==> src/hw/rtl/lka_pkg.sv <==
package lka_pkg;

    localparam int WORD_W  = 64;
    localparam int INDEX_W = 10;
    localparam int LEVEL_W = 3;

    // Request type codes.
    localparam logic [1:0] REQ_BEGIN = 2'd0;
    localparam logic [1:0] REQ_MASK  = 2'd1;
    localparam logic [1:0] REQ_KEY   = 2'd2;
    localparam logic [1:0] REQ_READ  = 2'd3;

    // Response status codes.
    localparam logic [1:0] ST_OK         = 2'd0;
    localparam logic [1:0] ST_BAD_CONFIG = 2'd1;
    localparam logic [1:0] ST_BAD_LEVEL  = 2'd2;
    localparam logic [1:0] ST_BAD_INDEX  = 2'd3;

    // Configuration register indexes.
    localparam logic [1:0] CFG_BASE_LOG    = 2'd0;
    localparam logic [1:0] CFG_LEVEL_COUNT = 2'd1;
    localparam logic [1:0] CFG_OUT_LEN     = 2'd2;

    typedef enum logic [2:0] {
        OP_BEGIN,
        OP_MASK,
        OP_KEY,
        OP_READ,
        OP_ERR
    } op_t;

    typedef struct packed {
        logic [5:0]  base_log;
        logic [3:0]  level_count;
        logic [10:0] out_len;
    } cfg_t;

    typedef struct packed {
        op_t                 op;
        logic [1:0]          status;
        logic [WORD_W-1:0]   word;
        logic [LEVEL_W-1:0]  level;
        logic [INDEX_W-1:0]  out_index;
    } entry_t;

endpackage

==> src/hw/rtl/lka_queue.sv <==
module lka_queue (
    input  logic            clk,
    input  logic            rst_n,
    input  logic            push,
    input  lka_pkg::entry_t push_entry,
    output logic            push_ready,
    input  logic            pop,
    output logic            head_valid,
    output lka_pkg::entry_t head_entry
);

    lka_pkg::entry_t slot_reg [2];
    logic            wr_ptr_reg;
    logic            rd_ptr_reg;
    logic [1:0]      count_reg;

    assign push_ready = (count_reg != 2'd2);
    assign head_valid = (count_reg != 2'd0);
    assign head_entry = slot_reg[rd_ptr_reg];

    always_ff @(posedge clk)
    begin
        if (push)
            slot_reg[wr_ptr_reg] <= push_entry;
    end

    always_ff @(posedge clk or negedge rst_n)
    begin
        if (!rst_n)
        begin
            wr_ptr_reg <= 1'b0;
            rd_ptr_reg <= 1'b0;
            count_reg  <= 2'd0;
        end
        else
        begin
            if (push)
                wr_ptr_reg <= ~wr_ptr_reg;
            if (pop)
                rd_ptr_reg <= ~rd_ptr_reg;
            if (push && !pop)
                count_reg <= count_reg + 2'd1;
            else if (pop && !push)
                count_reg <= count_reg - 2'd1;
        end
    end

endmodule

==> config.mk <==
export PLATFORM = sky130hd
export DESIGN_NAME = lka_queue
export DESIGN_NICKNAME = d
export VERILOG_FILES = /design/src/hw/rtl/lka_pkg.sv /design/src/hw/rtl/lka_queue.sv
export SDC_FILE = /design/constraint.sdc
export NUM_CORES = 1
export LEC_CHECK = 0
export BUFFER_PORTS_ARGS = -buffer_cell sky130_fd_sc_hd__buf_2
export CAP_MARGIN = 20
export CORE_MARGIN = 2
export CORE_UTILIZATION = 49
export CTS_BUF_LIST = sky130_fd_sc_hd__clkbuf_16
export DETAILED_ROUTE_END_ITERATION = 6
export PLACE_DENSITY = 0.72
export SLEW_MARGIN = 15
export SYNTH_ARGS = -nofsm -noshare
export SYNTH_HDL_FRONTEND = slang
export SYNTH_SLANG_ARGS = --single-unit
==> constraint.sdc <==
create_clock -name clk -period 9 [get_ports clk]
set_input_delay 0.9 -clock clk [delete_from_list [all_inputs] [get_ports clk]]
set_output_delay 0.9 -clock clk [all_outputs]
set_load 0.03 [all_outputs]
==> key figures <==
Outcome
  – Status: finished clean

Route
  – Via density: 4.87
  – DRC: 0
  – Total length of routed wires: 10500 um
  – DR pass1 iterations: 4
  – Remaining antenna violation count: 0
  – Vias: 3108
  – DR WL/cell: 16.5 um
  – Initial DRC Count: 204

Clock tree
  – H-Tree Depth: 4
  – Worst-Skew Late Latency: 0.41 ns
  – Clock buffer count from CTS: 17
  – TritonCTS clock tree: done
  – Post-CTS Setup Inserts: 0
  – Clk Tree Root Cell: clkbuf_16
  – Hold-fix buffer count after cts: 0
  – PostCTS Resize Cnt: 0
  – Clock slew at reported path FFs: 0.06 ns
  – Clk buf depth: 2
  – Clk sinks: 168

Final layout
  – Max reg flops: 164
  – Inserted Diodes: 0
  – Fill cells: 933
  – Net count, final: 540
  – Area delta synth->final: 22.9%
  – Register area: 5030 sq um
  – Area of the multi-input gates: 1280 sq um
  – Fraction of layout cells with a size suffix above 1: 61.4%

Power and ir drop
  – Clock power frac: 23.7%
  – Reg power frac: 40.9%
  – Leakage: 3.20 nW
  – P per Cell Area: 345 nW/um^2
  – Comb pwr share: 35.4%
  – Peak supply drop: 198 uV
  – Switching share of power: 34.1%
  – Internal: 0.00180 W
  – P_sw: 0.000932 W

Setup path
  – Crit path max fanout: 49
  – Crit path capture type: primary output
  – Slowest stage delay, CP: 0.81 ns
  – Setup CP Type: reg2out
  – Buf/Inv on CP: 2
  – CP cell instances: buf_4 -> mux2_2 -> buf_2
  – Crit start category: register
  – CP Data Arrival Time: 2.63 ns
  – Worst Path Required: 8.10 ns
  – CP top delay family: buffers and inverters
  – Crit-path slowest cell: dfrtp_4

Floorplanning
  – Die Wd: 119 um
  – Site Rows: 41
  – Die Ht: 119 um
  – Core area: 12700 sq um
  – I/O pins: 170
  – Initial Util: 50.7%
  – Die footprint: 14100 sq um

STA
  – Final-report max-slew violation count: 0
  – Final hold violation count: 0
  – Worst Tran Pin Value: 0.892 ns
  – Final Skew: 0.00365 ns
  – Tmin final: 3.53 ns
  – Period utilization: 39.2%
  – Peak Freq: 284 MHz
  – # setup viols final: 0
  – Max-slew headroom: 40.6%
  – RSZ-0062 raised after global routing: no
  – Worst setup margin: 5.47 ns
  – Setup TNS: 0 ns

Min path
  – Hold Crit Class: in2async

Global route
  – Vias in the first global route: 3199
  – Gr ovfl total: 0
  – First-pass GRT wire length: 16300 um
  – Largest net degree at the start of global routing: 61
  – Antenna violations before repair: 1
  – Gr usage total: 15.5%

Placed design
  – Gp weighted congestion: 0.681
  – Port Buffers: 169
  – Final HPWL DP: 6800 um
  – Post-Place Setup Slack: 5.83 ns

Synthesis
  – Syn Std Cell Area: 6460 sq um
  – Syn avg cell area: 23.8 sq um
  – Post-synth cell types: 16
  – Seq cells post-synth: 168
  – YS warnings: 0
  – Register area share after synthesis: 77.8%
  – Mapped Cells: 271
  – Synth Net Count: 358

Run
  – Max Cap Viol: 0
final timing paths:
path	from	end	slack, ns	cells past startpoint
min in group clk	count_reg[1]	count_reg[1]	0.52	1
worst min register to register	count_reg[1]	count_reg[1]	0.52	1
worst max register to register	wr_ptr_reg	slot_reg[0][75]	6.83	2
worst max-delay path	rd_ptr_reg	head_entry[79]	5.47	3
worst min-delay path	rst_n	count_reg[0]	0.28	1
max in group asynchronous	rst_n	rd_ptr_reg	8.57	1
Yosys cell counts:
library cell,instances,area [sq um]
xor2_1,4,35.0
or2_2,1,6.26
and2_1,1,6.26
nor2b_1,1,6.26
nand2b_1,1,6.26
edfxtp_1,164,4920
buf_2,1,5.00
xnor2_1,1,8.76
buf_6,1,11.3
dfrtp_1,4,100
nor2_1,1,3.75
mux2_2,12,135
ha_1,1,12.5
mux2_4,70,1050
buf_12,7,140
inv_1,1,3.75
kinds of logic after synthesis:
logic type	after synthesis	synth area share (%)
simple gates	5	0.446
flops	168	77.8
mux	82	18.4
fa+ha+maj	1	0.194
xor+xnor	5	0.678
buf+inv	10	2.48
through the flow:
stage | total power (W) | std cells | util, % | instance area (sq um) | hold slack (ns)
CTS | 0.00278 | 638 | 62.4 | 7940 | 0.269
detailed placement | 0.00212 | 606 | 58.1 | 7400 | 0.518
floorplan | 0.00195 | 271 | - | 6460 | 0.455
global route | 0.00286 | 638 | 62.4 | 7940 | 0.258
finish | 0.00274 | 638 | 62.4 | 7940 | 0.282
global placement | 0.00211 | 606 | 58.1 | 7400 | 0.473
power groups by stage:
stage | clock, W | combinational [W] | sequential (W)
2_1_floorplan | 0 | 0.000851 | 0.00110
3_3_place_gp | 0 | 0.000980 | 0.00113
3_5_place_dp | 0 | 0.000985 | 0.00114
4_1_cts | 0.000665 | 0.000988 | 0.00112
5_1_grt | 0.000697 | 0.00102 | 0.00114
6_report | 0.000649 | 0.000970 | 0.00112
metal layers:
metal / vias up / global-route usage (%) / wire length, um / part of all wire [%]
met5: - / 0 / 13 / 0.12
met4: 2 / 5.36 / 142 / 1.4
met3: 18 / 6.85 / 857 / 8.2
met2: 126 / 25.3 / 5220 / 50
met1: 1529 / 18.2 / 4270 / 41
li1: 1433 / - / - / -
layout by cell type, fill, tap and decap left out, drive strengths merged, types with 2 or more instances in the layout:
| master | instances |
|---|---|
| edfxtp | 164 |
| inv | 2 |
| buf | 172 |
| xor2 | 4 |
| mux2 | 82 |
| dfrtp | 4 |
| clkinv | 10 |
| clkinvlp | 3 |
| clkbuf | 17 |
final cells by class:
| type | count | share of cell area [%] |
|---|---|---|
| multi-input combinational | 93 | 16.1 |
| timing repair buffer | 172 | 10.9 |
| inverter | 1 | 0.0473 |
| tap | 172 | 2.71 |
| sequential | 168 | 63.4 |
| clock buffer | 17 | 5.36 |
| clock inverter | 15 | 1.43 |
Power figures use the tool's default switching activity.
