$ cat src/hw/rtl/lka_pkg.sv
package lka_pkg;

    localparam int WORD_W  = 64;
    localparam int INDEX_W = 10;
    localparam int LEVEL_W = 3;

    // Request type codes.
    localparam logic [1:0] REQ_BEGIN = 2'd0;
    localparam logic [1:0] REQ_MASK  = 2'd1;
    localparam logic [1:0] REQ_KEY   = 2'd2;
    localparam logic [1:0] REQ_READ  = 2'd3;

    // Response status codes.
    localparam logic [1:0] ST_OK         = 2'd0;
    localparam logic [1:0] ST_BAD_CONFIG = 2'd1;
    localparam logic [1:0] ST_BAD_LEVEL  = 2'd2;
    localparam logic [1:0] ST_BAD_INDEX  = 2'd3;

    // Configuration register indexes.
    localparam logic [1:0] CFG_BASE_LOG    = 2'd0;
    localparam logic [1:0] CFG_LEVEL_COUNT = 2'd1;
    localparam logic [1:0] CFG_OUT_LEN     = 2'd2;

    typedef enum logic [2:0] {
        OP_BEGIN,
        OP_MASK,
        OP_KEY,
        OP_READ,
        OP_ERR
    } op_t;

    typedef struct packed {
        logic [5:0]  base_log;
        logic [3:0]  level_count;
        logic [10:0] out_len;
    } cfg_t;

    typedef struct packed {
        op_t                 op;
        logic [1:0]          status;
        logic [WORD_W-1:0]   word;
        logic [LEVEL_W-1:0]  level;
        logic [INDEX_W-1:0]  out_index;
    } entry_t;

endpackage

$ cat src/hw/rtl/lka_req_if.sv
interface lka_req_if;
    logic                        valid;
    logic                        ready;
    logic [1:0]                  req_type;
    logic [lka_pkg::WORD_W-1:0]  word;
    logic [lka_pkg::LEVEL_W-1:0] level;
    logic [lka_pkg::INDEX_W-1:0] out_index;

    modport source (output valid, req_type, word, level, out_index, input ready);
    modport sink   (input valid, req_type, word, level, out_index, output ready);
endinterface

$ cat src/hw/rtl/lka_cfg_if.sv
interface lka_cfg_if;
    logic        valid;
    logic        ready;
    logic [1:0]  index;
    logic [10:0] data;

    modport source (output valid, index, data, input ready);
    modport sink   (input valid, index, data, output ready);
endinterface

$ cat src/hw/rtl/lka_front.sv
module lka_front #(
    parameter int MAX_OUT_SIZE = 1024,
    parameter int MAX_LEVELS   = 8
) (
    input  logic              clk,
    input  logic              rst_n,
    lka_req_if.sink           req,
    lka_cfg_if.sink           cfg,
    input  logic              q_ready,
    input  logic              init_busy,
    output logic              q_push,
    output lka_pkg::entry_t   q_entry,
    output lka_pkg::cfg_t     cfg_out
);

    lka_pkg::cfg_t cfg_reg;
    logic [9:0]    span;
    logic          cfg_ok;

    assign cfg.ready = 1'b1;
    assign cfg_out   = cfg_reg;

    always_ff @(posedge clk or negedge rst_n)
    begin
        if (!rst_n)
        begin
            cfg_reg.base_log    <= 6'd4;
            cfg_reg.level_count <= 4'd1;
            cfg_reg.out_len     <= 11'd2;
        end
        else if (cfg.valid)
        begin
            unique case (cfg.index)
                lka_pkg::CFG_BASE_LOG:    cfg_reg.base_log    <= cfg.data[5:0];
                lka_pkg::CFG_LEVEL_COUNT: cfg_reg.level_count <= cfg.data[3:0];
                lka_pkg::CFG_OUT_LEN:     cfg_reg.out_len     <= cfg.data;
                default: ;
            endcase
        end
    end

    assign span = 10'(cfg_reg.level_count) * 10'(cfg_reg.base_log);

    always_comb
    begin
        cfg_ok = (cfg_reg.base_log != 6'd0) && (cfg_reg.level_count != 4'd0)
              && (32'(cfg_reg.level_count) <= MAX_LEVELS) && (span < 10'd64)
              && (cfg_reg.out_len != 11'd0)
              && (32'(cfg_reg.out_len) <= MAX_OUT_SIZE);
    end

    assign req.ready = q_ready && !init_busy;
    assign q_push    = req.valid && req.ready;

    always_comb
    begin
        q_entry.word      = req.word;
        q_entry.level     = req.level;
        q_entry.out_index = req.out_index;
        q_entry.status    = lka_pkg::ST_OK;
        q_entry.op        = lka_pkg::OP_ERR;
        if (!cfg_ok)
        begin
            q_entry.status = lka_pkg::ST_BAD_CONFIG;
        end
        else
        begin
            unique case (req.req_type)
                lka_pkg::REQ_BEGIN: q_entry.op = lka_pkg::OP_BEGIN;
                lka_pkg::REQ_MASK:  q_entry.op = lka_pkg::OP_MASK;
                lka_pkg::REQ_KEY:
                begin
                    if (4'(req.level) >= cfg_reg.level_count)
                        q_entry.status = lka_pkg::ST_BAD_LEVEL;
                    else if (11'(req.out_index) >= cfg_reg.out_len)
                        q_entry.status = lka_pkg::ST_BAD_INDEX;
                    else
                        q_entry.op = lka_pkg::OP_KEY;
                end
                default:
                begin
                    if (11'(req.out_index) >= cfg_reg.out_len)
                        q_entry.status = lka_pkg::ST_BAD_INDEX;
                    else
                        q_entry.op = lka_pkg::OP_READ;
                end
            endcase
        end
    end

endmodule

$ cat src/flat_wrapper.sv
// flat-port wrapper written by rule: the top's interface ports become plain ports
module lka_front_flat 
#(
    parameter int MAX_OUT_SIZE = 1024,
    parameter int MAX_LEVELS   = 8
)
  (clk, rst_n, q_ready, init_busy, q_push, q_entry, cfg_out, req_valid, req_req_type, req_word, req_level, req_out_index, req_ready, cfg_valid, cfg_index, cfg_data, cfg_ready);
  lka_req_if req_i ();
  lka_cfg_if cfg_i ();
  input  logic clk;
  input  logic rst_n;
  input  logic q_ready;
  input  logic init_busy;
  output logic q_push;
  output lka_pkg::entry_t q_entry;
  output lka_pkg::cfg_t cfg_out;
  input wire logic [$bits(req_i.valid)-1:0] req_valid;
  input wire logic [$bits(req_i.req_type)-1:0] req_req_type;
  input wire logic [$bits(req_i.word)-1:0] req_word;
  input wire logic [$bits(req_i.level)-1:0] req_level;
  input wire logic [$bits(req_i.out_index)-1:0] req_out_index;
  output wire logic [$bits(req_i.ready)-1:0] req_ready;
  input wire logic [$bits(cfg_i.valid)-1:0] cfg_valid;
  input wire logic [$bits(cfg_i.index)-1:0] cfg_index;
  input wire logic [$bits(cfg_i.data)-1:0] cfg_data;
  output wire logic [$bits(cfg_i.ready)-1:0] cfg_ready;
  assign req_i.valid = req_valid;
  assign req_i.req_type = req_req_type;
  assign req_i.word = req_word;
  assign req_i.level = req_level;
  assign req_i.out_index = req_out_index;
  assign req_ready = req_i.ready;
  assign cfg_i.valid = cfg_valid;
  assign cfg_i.index = cfg_index;
  assign cfg_i.data = cfg_data;
  assign cfg_ready = cfg_i.ready;
  lka_front #(.MAX_OUT_SIZE(MAX_OUT_SIZE), .MAX_LEVELS(MAX_LEVELS)) u_core (.clk(clk), .rst_n(rst_n), .req(req_i), .cfg(cfg_i), .q_ready(q_ready), .init_busy(init_busy), .q_push(q_push), .q_entry(q_entry), .cfg_out(cfg_out));
endmodule
$ cat config.mk
export PLATFORM = sky130hd
export DESIGN_NAME = lka_front_flat
export DESIGN_NICKNAME = d
export VERILOG_FILES = /design/src/hw/rtl/lka_pkg.sv /design/src/hw/rtl/lka_req_if.sv /design/src/hw/rtl/lka_cfg_if.sv /design/src/hw/rtl/lka_front.sv /design/src/flat_wrapper.sv
export SDC_FILE = /design/constraint.sdc
export NUM_CORES = 1
export LEC_CHECK = 0
export BUFFER_PORTS_ARGS = -buffer_cell sky130_fd_sc_hd__buf_4
export CORE_ASPECT_RATIO = 1.75
export CORE_MARGIN = 8
export CORE_UTILIZATION = 44
export DETAILED_ROUTE_END_ITERATION = 8
export HOLD_SLACK_MARGIN = 0.08
export PLACE_DENSITY = 0.95
export REMOVE_ABC_BUFFERS = 1
export SYNTH_ARGS = -nofsm -noshare
export SYNTH_HDL_FRONTEND = slang
export SYNTH_SLANG_ARGS = --single-unit
$ cat constraint.sdc
create_clock -name clk -period 5.41 [get_ports clk]
set_input_delay 0.2705 -clock clk [delete_from_list [all_inputs] [get_ports clk]]
set_output_delay 0.2705 -clock clk [all_outputs]
set_load 0.005 [all_outputs]
==> metrics.txt, run 1 <==
# TYPE chip_impl_metric gauge
chip_impl_metric{name="seq_power_share",unit=""} 0.263
chip_impl_metric{name="cts-buffers-inserted",unit=""} 3
chip_impl_metric{name="io_pins",unit=""} 204
chip_impl_metric{name="finalSetupTns",unit="ps"} 0
chip_impl_metric{name="worstMarginPinSlew",unit="ps"} 614.6
chip_impl_metric{name="fraction_of_final_layout_cells_sized_beyond_drive_strength_1",unit=""} 0.4220
chip_impl_metric{name="setup_viol_count_final",unit=""} 0
chip_impl_info{name="yosys.area.top_type",value="sky130_fd_sc_hd__buf_4"} 1
chip_impl_info{name="highest-signal-layer",value="met5"} 1
chip_impl_info{name="cts_tree",value="yes"} 1
chip_impl_info{name="min-delay-path-class",value="input pin to flip-flop"} 1
chip_impl_metric{name="routed_wl",unit="um"} 13720
chip_impl_info{name="synthTopCellsByArea",value="sky130_fd_sc_hd__buf_4 (22%), sky130_fd_sc_hd__dfrtp_1 (17%), sky130_fd_sc_hd__ha_1 (12%), sky130_fd_sc_hd__mux2_2 (9.4%), sky130_fd_sc_hd__fa_1 (5.3%)"} 1
chip_impl_metric{name="grt_start_max_net_pins",unit=""} 22
chip_impl_metric{name="sequential_cell_area",unit="um^2"} 529.3
chip_impl_metric{name="synth.ff_latch_count",unit=""} 21
chip_impl_metric{name="antenna_cells_inserted",unit=""} 0
chip_impl_metric{name="met2WireLength",unit="um"} 7053
chip_impl_metric{name="floorplan.initialDensity",unit=""} 0.4530
chip_impl_metric{name="slowest_delay",unit="ps"} 530
chip_impl_info{name="postSynth.topFlopCell",value="sky130_fd_sc_hd__dfrtp_1"} 1
chip_impl_metric{name="place.gp.congestion",unit=""} 0.9828
chip_impl_metric{name="reg2reg_setup_slack",unit="ps"} 4500
chip_impl_metric{name="syn_to_final_growth",unit="%"} 3.172
chip_impl_info{name="timing.critical_path.from_type",value="flip-flop"} 1
chip_impl_metric{name="netlist.area_leader.share",unit=""} 0.2216
chip_impl_metric{name="mappedNetlistArea",unit="um^2"} 2643
chip_impl_metric{name="die_w",unit="um"} 74.58
chip_impl_metric{name="dp.cells",unit=""} 355
chip_impl_metric{name="timing.final.hold_violations",unit=""} 0
chip_impl_metric{name="number_of_flip_flops_in_the_largest_register",unit=""} 21
chip_impl_metric{name="pre_cts_slack",unit="ps"} 1485
chip_impl_metric{name="clockPowerShare",unit=""} 0.114
chip_impl_metric{name="drcViolationCount",unit=""} 0
chip_impl_metric{name="dr_vias",unit=""} 2058
chip_impl_metric{name="power.leakage",unit="nW"} 1.335
chip_impl_metric{name="vertical_extent_of_the_die",unit="um"} 118.5
chip_impl_metric{name="syn_avg_cell_area",unit="um^2"} 9.240
chip_impl_metric{name="vdd.ir_drop.worst",unit="mV"} 0.1761
chip_impl_metric{name="cellInternalPower",unit="uW"} 523.9
chip_impl_info{name="outcome",value="complete, no violations"} 1
chip_impl_metric{name="gr-total-overflow",unit=""} 0
chip_impl_metric{name="crit_buf_inv",unit=""} 3
chip_impl_metric{name="placementRows",unit=""} 37
chip_impl_metric{name="grt_pass1_wl",unit="um"} 17720
chip_impl_metric{name="max_freq",unit="MHz"} 236.7
chip_impl_metric{name="finalNonFillerCells",unit=""} 360
chip_impl_metric{name="post_drt_wl_per_cell",unit="um"} 38.11
chip_impl_metric{name="power_per_cell_area",unit="nW/um^2"} 339.3
chip_impl_metric{name="post-cts-setup-buffers",unit=""} 0
chip_impl_metric{name="total_switching_power",unit="uW"} 401.3
chip_impl_info{name="crit_chain",value="and2_1 > fa_1 > inv_1 > fa_1 > inv_1 > ha_1 > a211oi_1 > nor2_1 > a211oi_1 > mux2_4 > or3b_1 > buf_4"} 1
chip_impl_metric{name="synth-edff-count",unit=""} 0
chip_impl_metric{name="dr_wl_met3",unit="um"} 2859
chip_impl_metric{name="core-area",unit="um^2"} 5833
chip_impl_metric{name="maxCapViolCount",unit=""} 0
chip_impl_metric{name="ys_seq_area_frac",unit=""} 0.2003
chip_impl_metric{name="dr.first_iter.drc_count",unit=""} 100
chip_impl_metric{name="tritoncts_num_sinks",unit=""} 21
chip_impl_metric{name="setup_ws_final",unit="ps"} 1185
chip_impl_metric{name="initial_antenna_violation_count",unit=""} 0
chip_impl_metric{name="buffer_ports.inserted",unit=""} 74
chip_impl_metric{name="worst-endpoint-required",unit="ps"} 5140
chip_impl_metric{name="multiInputGateArea",unit="um^2"} 1391
chip_impl_metric{name="detail_route.vias_per_cell",unit=""} 5.717
chip_impl_info{name="cts_root_buffer",value="sky130_fd_sc_hd__clkbuf_8"} 1
chip_impl_metric{name="fin_worst_hold_slack",unit="ps"} 232.5
chip_impl_metric{name="dpl_hpwl",unit="um"} 12020
chip_impl_metric{name="grt.total_usage",unit=""} 0.3059
chip_impl_metric{name="finClkSkew",unit="ps"} 0
chip_impl_metric{name="clock_tree.htree_level_count",unit=""} 1
chip_impl_metric{name="share_comb_of_total_power",unit=""} 0.624
chip_impl_metric{name="switching_share",unit=""} 0.4337
chip_impl_metric{name="fp.dieArea",unit="um^2"} 8839
chip_impl_info{name="crit_family",value="adder cells"} 1
chip_impl_info{name="rsz0062_at_grt",value="false"} 1
chip_impl_metric{name="ys_types",unit=""} 52
chip_impl_info{name="slowest_stage",value="sky130_fd_sc_hd__fa_1"} 1
chip_impl_metric{name="drtAntennaViolNets",unit=""} 0
chip_impl_metric{name="ys_warn_count",unit=""} 0
chip_impl_info{name="path_class",value="flip-flop to primary output"} 1
chip_impl_metric{name="grt_pass1_vias",unit=""} 2162
chip_impl_metric{name="crit_path_max_fanout",unit=""} 11
chip_impl_metric{name="slew_viol_final",unit=""} 0
chip_impl_metric{name="filler_cell_count",unit=""} 570
chip_impl_metric{name="detail_route.wirelength.met1",unit="um"} 2364
chip_impl_metric{name="timing.slew.headroom",unit=""} 0.5865
chip_impl_metric{name="async_flop_share",unit=""} 1.000
chip_impl_metric{name="final_period_minus_worst_setup_slack",unit="ps"} 4225
chip_impl_metric{name="layout_worst_path_cycle_share",unit=""} 0.7810
chip_impl_metric{name="final_stage_net_count",unit=""} 413
chip_impl_metric{name="worstSkewPairLatency",unit="ps"} 260
chip_impl_metric{name="path_clk_slew",unit="ps"} 80
chip_impl_info{name="critical_path.endpoint_type",value="primary output"} 1
chip_impl_metric{name="synthesis.instances",unit=""} 286
chip_impl_metric{name="worst_endpoint_data_arrival_time",unit="ps"} 3950
chip_impl_metric{name="fin_util",unit=""} 0.4674
chip_impl_metric{name="firstDrtPassIters",unit=""} 4
chip_impl_metric{name="cts.path.max_buffers",unit=""} 2
-- layout make-up --
| cell class | count | share of cell area |
|---|---|---|
| Clock inverter | 1 | 0.002754 |
| Multi-Input combinational cell | 157 | 0.5103 |
| Clock buffer | 3 | 0.01514 |
| Inverter | 25 | 0.03442 |
| Sequential cell | 21 | 0.1941 |
| Timing Repair Buffer | 75 | 0.2074 |
| Tap cell | 78 | 0.03580 |
-- timing repair --
action	in CTS	in global routing
hold buffers	1	0
gates resized for setup	0	0
hold endpoints to repair	18	0
-- cells in the final DEF, fill, tap and decap left out, types with 3 or more instances in the layout --
cell type	count
sky130_fd_sc_hd__o21ai_0	4
sky130_fd_sc_hd__nor4_1	3
sky130_fd_sc_hd__a211o_1	3
sky130_fd_sc_hd__buf_4	74
sky130_fd_sc_hd__mux2_2	22
sky130_fd_sc_hd__clkbuf_8	3
sky130_fd_sc_hd__nand2b_1	8
sky130_fd_sc_hd__fa_1	7
sky130_fd_sc_hd__inv_1	25
sky130_fd_sc_hd__a21oi_1	6
sky130_fd_sc_hd__nand2_1	10
sky130_fd_sc_hd__dfstp_2	3
sky130_fd_sc_hd__nor2_1	6
sky130_fd_sc_hd__dfrtp_1	18
sky130_fd_sc_hd__nor3_1	3
sky130_fd_sc_hd__ha_1	25
sky130_fd_sc_hd__and2_1	15
sky130_fd_sc_hd__nand3_1	3
sky130_fd_sc_hd__a211oi_1	5
-- power by group through the flow --
stage                     registers, mW  logic (mW)  clock network (mW)
after floorplan                   0.230       0.382                   0
after global placement            0.241       0.546                   0
after detailed placement          0.245       0.572                   0
after CTS                         0.242       0.575               0.105
after global routing              0.250       0.639               0.113
final                             0.243       0.577               0.105
-- path summary, 6_finish.rpt --
| path | startpoint | end | cells past startpoint |
|---|---|---|---|
| max in group asynchronous | rst_n | u_core.cfg_out[11] | 2 |
| min reg2reg | u_core.cfg_out[4] | u_core.cfg_out[4] | 1 |
| min in group asynchronous | rst_n | u_core.cfg_out[19] | 2 |
| min | cfg_data[8] | u_core.cfg_out[8] | 2 |
| max | u_core.cfg_out[14] | q_entry[81] | 12 |
| max reg2reg | u_core.cfg_out[15] | u_core.cfg_out[15] | 1 |
-- cells in the mapped netlist (2+ instances only) --
cell / instances
sky130_fd_sc_hd__o21ai_0: 4
sky130_fd_sc_hd__nand3b_1: 2
sky130_fd_sc_hd__nand2_1: 10
sky130_fd_sc_hd__ha_1: 25
sky130_fd_sc_hd__nor4_1: 3
sky130_fd_sc_hd__nand2b_1: 8
sky130_fd_sc_hd__and2_1: 15
sky130_fd_sc_hd__dfrtp_1: 18
sky130_fd_sc_hd__dfstp_2: 3
sky130_fd_sc_hd__nand4_1: 2
sky130_fd_sc_hd__a211o_1: 3
sky130_fd_sc_hd__fa_1: 7
sky130_fd_sc_hd__inv_1: 25
sky130_fd_sc_hd__a21oi_1: 6
sky130_fd_sc_hd__o21ai_1: 2
sky130_fd_sc_hd__mux2_2: 22
sky130_fd_sc_hd__nand3_1: 3
sky130_fd_sc_hd__buf_6: 3
sky130_fd_sc_hd__nand4_2: 2
sky130_fd_sc_hd__buf_4: 78
sky130_fd_sc_hd__nor2b_1: 2
sky130_fd_sc_hd__o21a_1: 2
sky130_fd_sc_hd__a211oi_1: 5
sky130_fd_sc_hd__nor3_1: 3
sky130_fd_sc_hd__nor2_1: 6
-- per-layer routing --
metal,vias up,global-route usage
met3,38,0.2837
met1,965,0.1468
li1,885,-
met5,-,0.09877
met2,168,0.5334
met4,2,0.2568
-- stage by stage --
| stage | instance area [um^2] | power, mW |
|---|---|---|
| final | 2726 | 0.9252 |
| after detailed placement | 2668 | 0.8161 |
| after global routing | 2726 | 1.001 |
| after CTS | 2726 | 0.9223 |
| after floorplan | 2014 | 0.6122 |
| after global placement | 2668 | 0.7867 |
-- cells by family (layout without fill, tap and decap cells) --
logic type	Yosys count	count (layout)	share of synthesized area
adder cells (fa/ha/maj)	32	32	0.1714
flip-flops	21	21	0.2003
AND/OR/NAND/NOR	68	68	0.1596
buffers and inverters	108	104	0.2732
multiplexers	23	23	0.09943
AO/OA/AOI/OAI	33	33	0.09470
other	1	1	0.001419
(Power assumes the default switching activity.)
==> inputs of run 2 (changes only) <==
--- a/config.mk
+++ b/config.mk
@@ -5,13 +5,14 @@
 export SDC_FILE = /design/constraint.sdc
 export NUM_CORES = 1
 export LEC_CHECK = 0
+export ABC_AREA = 1
 export BUFFER_PORTS_ARGS = -buffer_cell sky130_fd_sc_hd__buf_4
 export CORE_ASPECT_RATIO = 1.75
 export CORE_MARGIN = 8
-export CORE_UTILIZATION = 44
+export CORE_UTILIZATION = 38
 export DETAILED_ROUTE_END_ITERATION = 8
 export HOLD_SLACK_MARGIN = 0.08
-export PLACE_DENSITY = 0.95
+export PLACE_DENSITY = 0.9
 export REMOVE_ABC_BUFFERS = 1
 export SYNTH_ARGS = -nofsm -noshare
 export SYNTH_HDL_FRONTEND = slang
==> constraint.sdc (replaced) <==
create_clock -name clk -period 3.7 [get_ports clk]
set_input_delay 0.185 -clock clk [delete_from_list [all_inputs] [get_ports clk]]
set_output_delay 0.185 -clock clk [all_outputs]
set_load 0.005 [all_outputs]
==> run 2 against run 1 <==
- power rose by 15%
- register-to-register slack got worse by 1700 ps
- utilization shrank 5.6 points
- global-route usage is 10 points lower
- clock skew unchanged
- critical endpoint is now q_entry[79]
- largest cell class unchanged
==> metrics.txt, run 2 <==
# TYPE chip_impl_metric gauge
chip_impl_metric{name="ff2ff_path_depth",unit=""} 2
chip_impl_metric{name="clock_tree.htree_level_count",unit=""} 1
chip_impl_metric{name="grt_start_max_net_pins",unit=""} 23
chip_impl_metric{name="floorplan.initialDensity",unit=""} 0.3867
chip_impl_metric{name="power_per_cell_area",unit="nW/um^2"} 364.7
chip_impl_metric{name="layout_worst_path_cycle_share",unit=""} 0.9451
chip_impl_metric{name="buffer_ports.inserted",unit=""} 74
chip_impl_metric{name="drcViolationCount",unit=""} 0
chip_impl_metric{name="grt.total_usage",unit=""} 0.2053
chip_impl_info{name="layout_common_cells",value="sky130_fd_sc_hd__buf_4 (80), sky130_fd_sc_hd__nand2_1 (75), sky130_fd_sc_hd__inv_1 (63)"} 1
chip_impl_metric{name="die_w",unit="um"} 80.40
chip_impl_metric{name="max_freq",unit="MHz"} 286.0
chip_impl_info{name="cts_tree",value="yes"} 1
chip_impl_metric{name="setup_viol_count_final",unit=""} 0
chip_impl_metric{name="grt_pass1_wl",unit="um"} 15240
chip_impl_metric{name="core-area",unit="um^2"} 7131
chip_impl_metric{name="detail_route.vias_per_cell",unit=""} 4.908
chip_impl_metric{name="pre_cts_slack",unit="ps"} 385.3
chip_impl_info{name="critical_path.endpoint_type",value="primary output"} 1
chip_impl_metric{name="async_flop_share",unit=""} 1.000
chip_impl_info{name="ys_top_cells_by_count",value="sky130_fd_sc_hd__buf_4 (80), sky130_fd_sc_hd__nand2_1 (75), sky130_fd_sc_hd__inv_1 (63)"} 1
chip_impl_info{name="outcome",value="complete, no violations"} 1
chip_impl_metric{name="firstDrtPassIters",unit=""} 6
chip_impl_metric{name="fin_util",unit=""} 0.4109
chip_impl_info{name="synthTopCellsByArea",value="sky130_fd_sc_hd__buf_4 (22%), sky130_fd_sc_hd__dfrtp_1 (16%), sky130_fd_sc_hd__ha_1 (11%), sky130_fd_sc_hd__nand2_1 (10%), sky130_fd_sc_hd__inv_1 (8.6%)"} 1
chip_impl_metric{name="antenna_cells_inserted",unit=""} 0
chip_impl_metric{name="fp.dieArea",unit="um^2"} 10350
chip_impl_metric{name="ys_seq_area_frac",unit=""} 0.1919
chip_impl_metric{name="worst_endpoint_data_arrival_time",unit="ps"} 3310
chip_impl_info{name="post-synth-top-count-cell",value="sky130_fd_sc_hd__buf_4"} 1
chip_impl_metric{name="synth.ff_latch_count",unit=""} 21
chip_impl_metric{name="drtAntennaViolNets",unit=""} 0
chip_impl_metric{name="vdd.ir_drop.worst",unit="mV"} 0.3232
chip_impl_metric{name="vertical_extent_of_the_die",unit="um"} 128.7
chip_impl_metric{name="maxCapViolCount",unit=""} 0
chip_impl_metric{name="power.leakage",unit="nW"} 1.710
chip_impl_metric{name="final_stage_net_count",unit=""} 521
chip_impl_metric{name="ys_types",unit=""} 30
chip_impl_metric{name="syn_avg_cell_area",unit="um^2"} 7.071
chip_impl_metric{name="placementRows",unit=""} 41
chip_impl_metric{name="cts-buffers-inserted",unit=""} 3
chip_impl_metric{name="gr-total-overflow",unit=""} 0
chip_impl_info{name="path_class",value="flip-flop to primary output"} 1
chip_impl_metric{name="dr_vias",unit=""} 2336
chip_impl_metric{name="fraction_of_final_layout_cells_sized_beyond_drive_strength_1",unit=""} 0.3103
chip_impl_metric{name="setup_ws_final",unit="ps"} 203.1
chip_impl_info{name="yosys.area.top_type",value="sky130_fd_sc_hd__buf_4"} 1
chip_impl_metric{name="worst-endpoint-required",unit="ps"} 3510
chip_impl_metric{name="path_clk_slew",unit="ps"} 50
chip_impl_metric{name="tritoncts_num_sinks",unit=""} 21
chip_impl_metric{name="grt_pass1_vias",unit=""} 2356
chip_impl_metric{name="io_pins",unit=""} 204
chip_impl_metric{name="pnr_total_power",unit="mW"} 1.069
chip_impl_metric{name="synthesis.instances",unit=""} 390
chip_impl_metric{name="finClkSkew",unit="ps"} 0
chip_impl_metric{name="cts.path.max_buffers",unit=""} 2
chip_impl_metric{name="mappedNetlistArea",unit="um^2"} 2758
chip_impl_metric{name="min_path_cells",unit=""} 3
chip_impl_metric{name="dpl_hpwl",unit="um"} 10160
chip_impl_info{name="min-delay-path-class",value="input pin to flip-flop"} 1
chip_impl_metric{name="worstSkewPairLatency",unit="ps"} 250
chip_impl_metric{name="initial_antenna_violation_count",unit=""} 0
chip_impl_info{name="timing.critical_path.from_type",value="flip-flop"} 1
chip_impl_metric{name="dr.first_iter.drc_count",unit=""} 107
chip_impl_metric{name="place.gp.congestion",unit=""} 0.9230
chip_impl_metric{name="worstMarginPinSlew",unit="ps"} 678.9
chip_impl_metric{name="finalSetupTns",unit="ps"} 0
chip_impl_metric{name="netlist.area_leader.share",unit=""} 0.2178
chip_impl_metric{name="timing.slew.headroom",unit=""} 0.5461
chip_impl_metric{name="number_of_flip_flops_in_the_largest_register",unit=""} 21
chip_impl_info{name="rsz0062_at_grt",value="false"} 1
chip_impl_metric{name="post_drt_wl_per_cell",unit="um"} 23.34
chip_impl_metric{name="routed_wl",unit="um"} 11110
chip_impl_metric{name="synth-edff-count",unit=""} 0
chip_impl_metric{name="ys_warn_count",unit=""} 0
chip_impl_metric{name="crit_path_max_fanout",unit=""} 7
chip_impl_metric{name="slew_viol_final",unit=""} 0
chip_impl_info{name="layout.cells.most_common",value="sky130_fd_sc_hd__buf_4"} 1
chip_impl_metric{name="syn_to_final_growth",unit="%"} 6.261
chip_impl_info{name="cts_root_buffer",value="sky130_fd_sc_hd__clkbuf_16"} 1
chip_impl_metric{name="timing.final.hold_violations",unit=""} 0
chip_impl_info{name="postSynth.topFlopCell",value="sky130_fd_sc_hd__dfrtp_1"} 1
chip_impl_metric{name="final_period_minus_worst_setup_slack",unit="ps"} 3497
chip_impl_metric{name="fin_worst_hold_slack",unit="ps"} 188.6
==> run 2: cell types whose count changed after synthesis, moves of 13 or more <==
cell                      delta
sky130_fd_sc_hd__o21ai_0    +14
sky130_fd_sc_hd__nand2_1    +65
sky130_fd_sc_hd__mux2_2     -22
sky130_fd_sc_hd__nor2_1     +20
sky130_fd_sc_hd__and2_1     -15
sky130_fd_sc_hd__nand3_1    +13
sky130_fd_sc_hd__inv_1      +38
==> run 2: worst paths after layout <==
| check | endpoint | from | slack (ps) |
|---|---|---|---|
| max | q_entry[79] | u_core.cfg_out[13] | 200 |
| min | u_core.cfg_out[6] | cfg_data[6] | 190 |
| max reg2reg | u_core.cfg_out[11] | u_core.cfg_out[11] | 2790 |
| min reg2reg | u_core.cfg_out[1] | u_core.cfg_out[1] | 540 |
| max in group asynchronous | u_core.cfg_out[11] | rst_n | 3080 |
| min in group asynchronous | u_core.cfg_out[8] | rst_n | 350 |
==> run 2: cells by family after synthesis <==
| kind of cell | count (synthesis) | synth area share |
|---|---|---|
| buffers and inverters | 152 | 0.3212 |
| other | 1 | 0.001360 |
| AND/OR/NAND/NOR | 148 | 0.2505 |
| AO/OA/AOI/OAI | 36 | 0.07079 |
| flip-flops | 21 | 0.1919 |
| adder cells (fa/ha/maj) | 32 | 0.1642 |
==> run 2: layer usage <==
layer	wire, um	global-route usage
met2	5777	0.3691
met4	54	0.02586
met1	2633	0.1402
met3	2645	0.2165
met5	0	0
==> run 2: report_power, final <==
part / switching [mW] / total [mW] / leakage [nW] / internal [mW]
Sequential: 0.0599 / 0.333 / 0.241 / 0.273
Combinational: 0.281 / 0.515 / 1.43 / 0.234
Clock: 0.0763 / 0.221 / 0.0409 / 0.145
Total: 0.417 / 1.07 / 1.71 / 0.651
==> run 2: per-stage QoR <==
stage | cell area, um^2 | instances
after CTS | 2877 | 470
after detailed placement | 2786 | 465
after global routing | 2930 | 476
after global placement | 2786 | 465
final | 2930 | 476
after floorplan | 2123 | 305
==> run 2: worst max-delay path: stages, from the launching register on <==
cell	delay [ps]
sky130_fd_sc_hd__dfrtp_2	450
sky130_fd_sc_hd__nand2_1	90
sky130_fd_sc_hd__inv_1	50
sky130_fd_sc_hd__fa_1	500
sky130_fd_sc_hd__inv_1	60
sky130_fd_sc_hd__fa_1	520
sky130_fd_sc_hd__inv_1	40
sky130_fd_sc_hd__ha_1	310
sky130_fd_sc_hd__nand2_1	80
sky130_fd_sc_hd__nand2_1	50
sky130_fd_sc_hd__inv_1	90
sky130_fd_sc_hd__nor2_1	60
sky130_fd_sc_hd__nor2_2	140
sky130_fd_sc_hd__nand2_1	70
sky130_fd_sc_hd__nand2_1	70
sky130_fd_sc_hd__nand2_2	60
sky130_fd_sc_hd__nor2_4	150
sky130_fd_sc_hd__nand2_4	70
sky130_fd_sc_hd__nor2_2	90
sky130_fd_sc_hd__buf_4	120
==> run 2: repair_timing <==
item,CTS,global route
setup buffers,0,6
hold buffers,1,0
endpoints found under the hold margin,21,0
setup endpoints to repair,0,5
gates resized for setup,0,6
==> run 2: cell type report <==
type	instances	area [um^2]
fillers	702	4200
multi-input cells	217	1345
repair buffers	81	610.6
flip-flops and latches	21	535.5
inverters	67	251.5
well taps	86	107.6
clock buffers	3	75.07
clock inverters	1	5.005
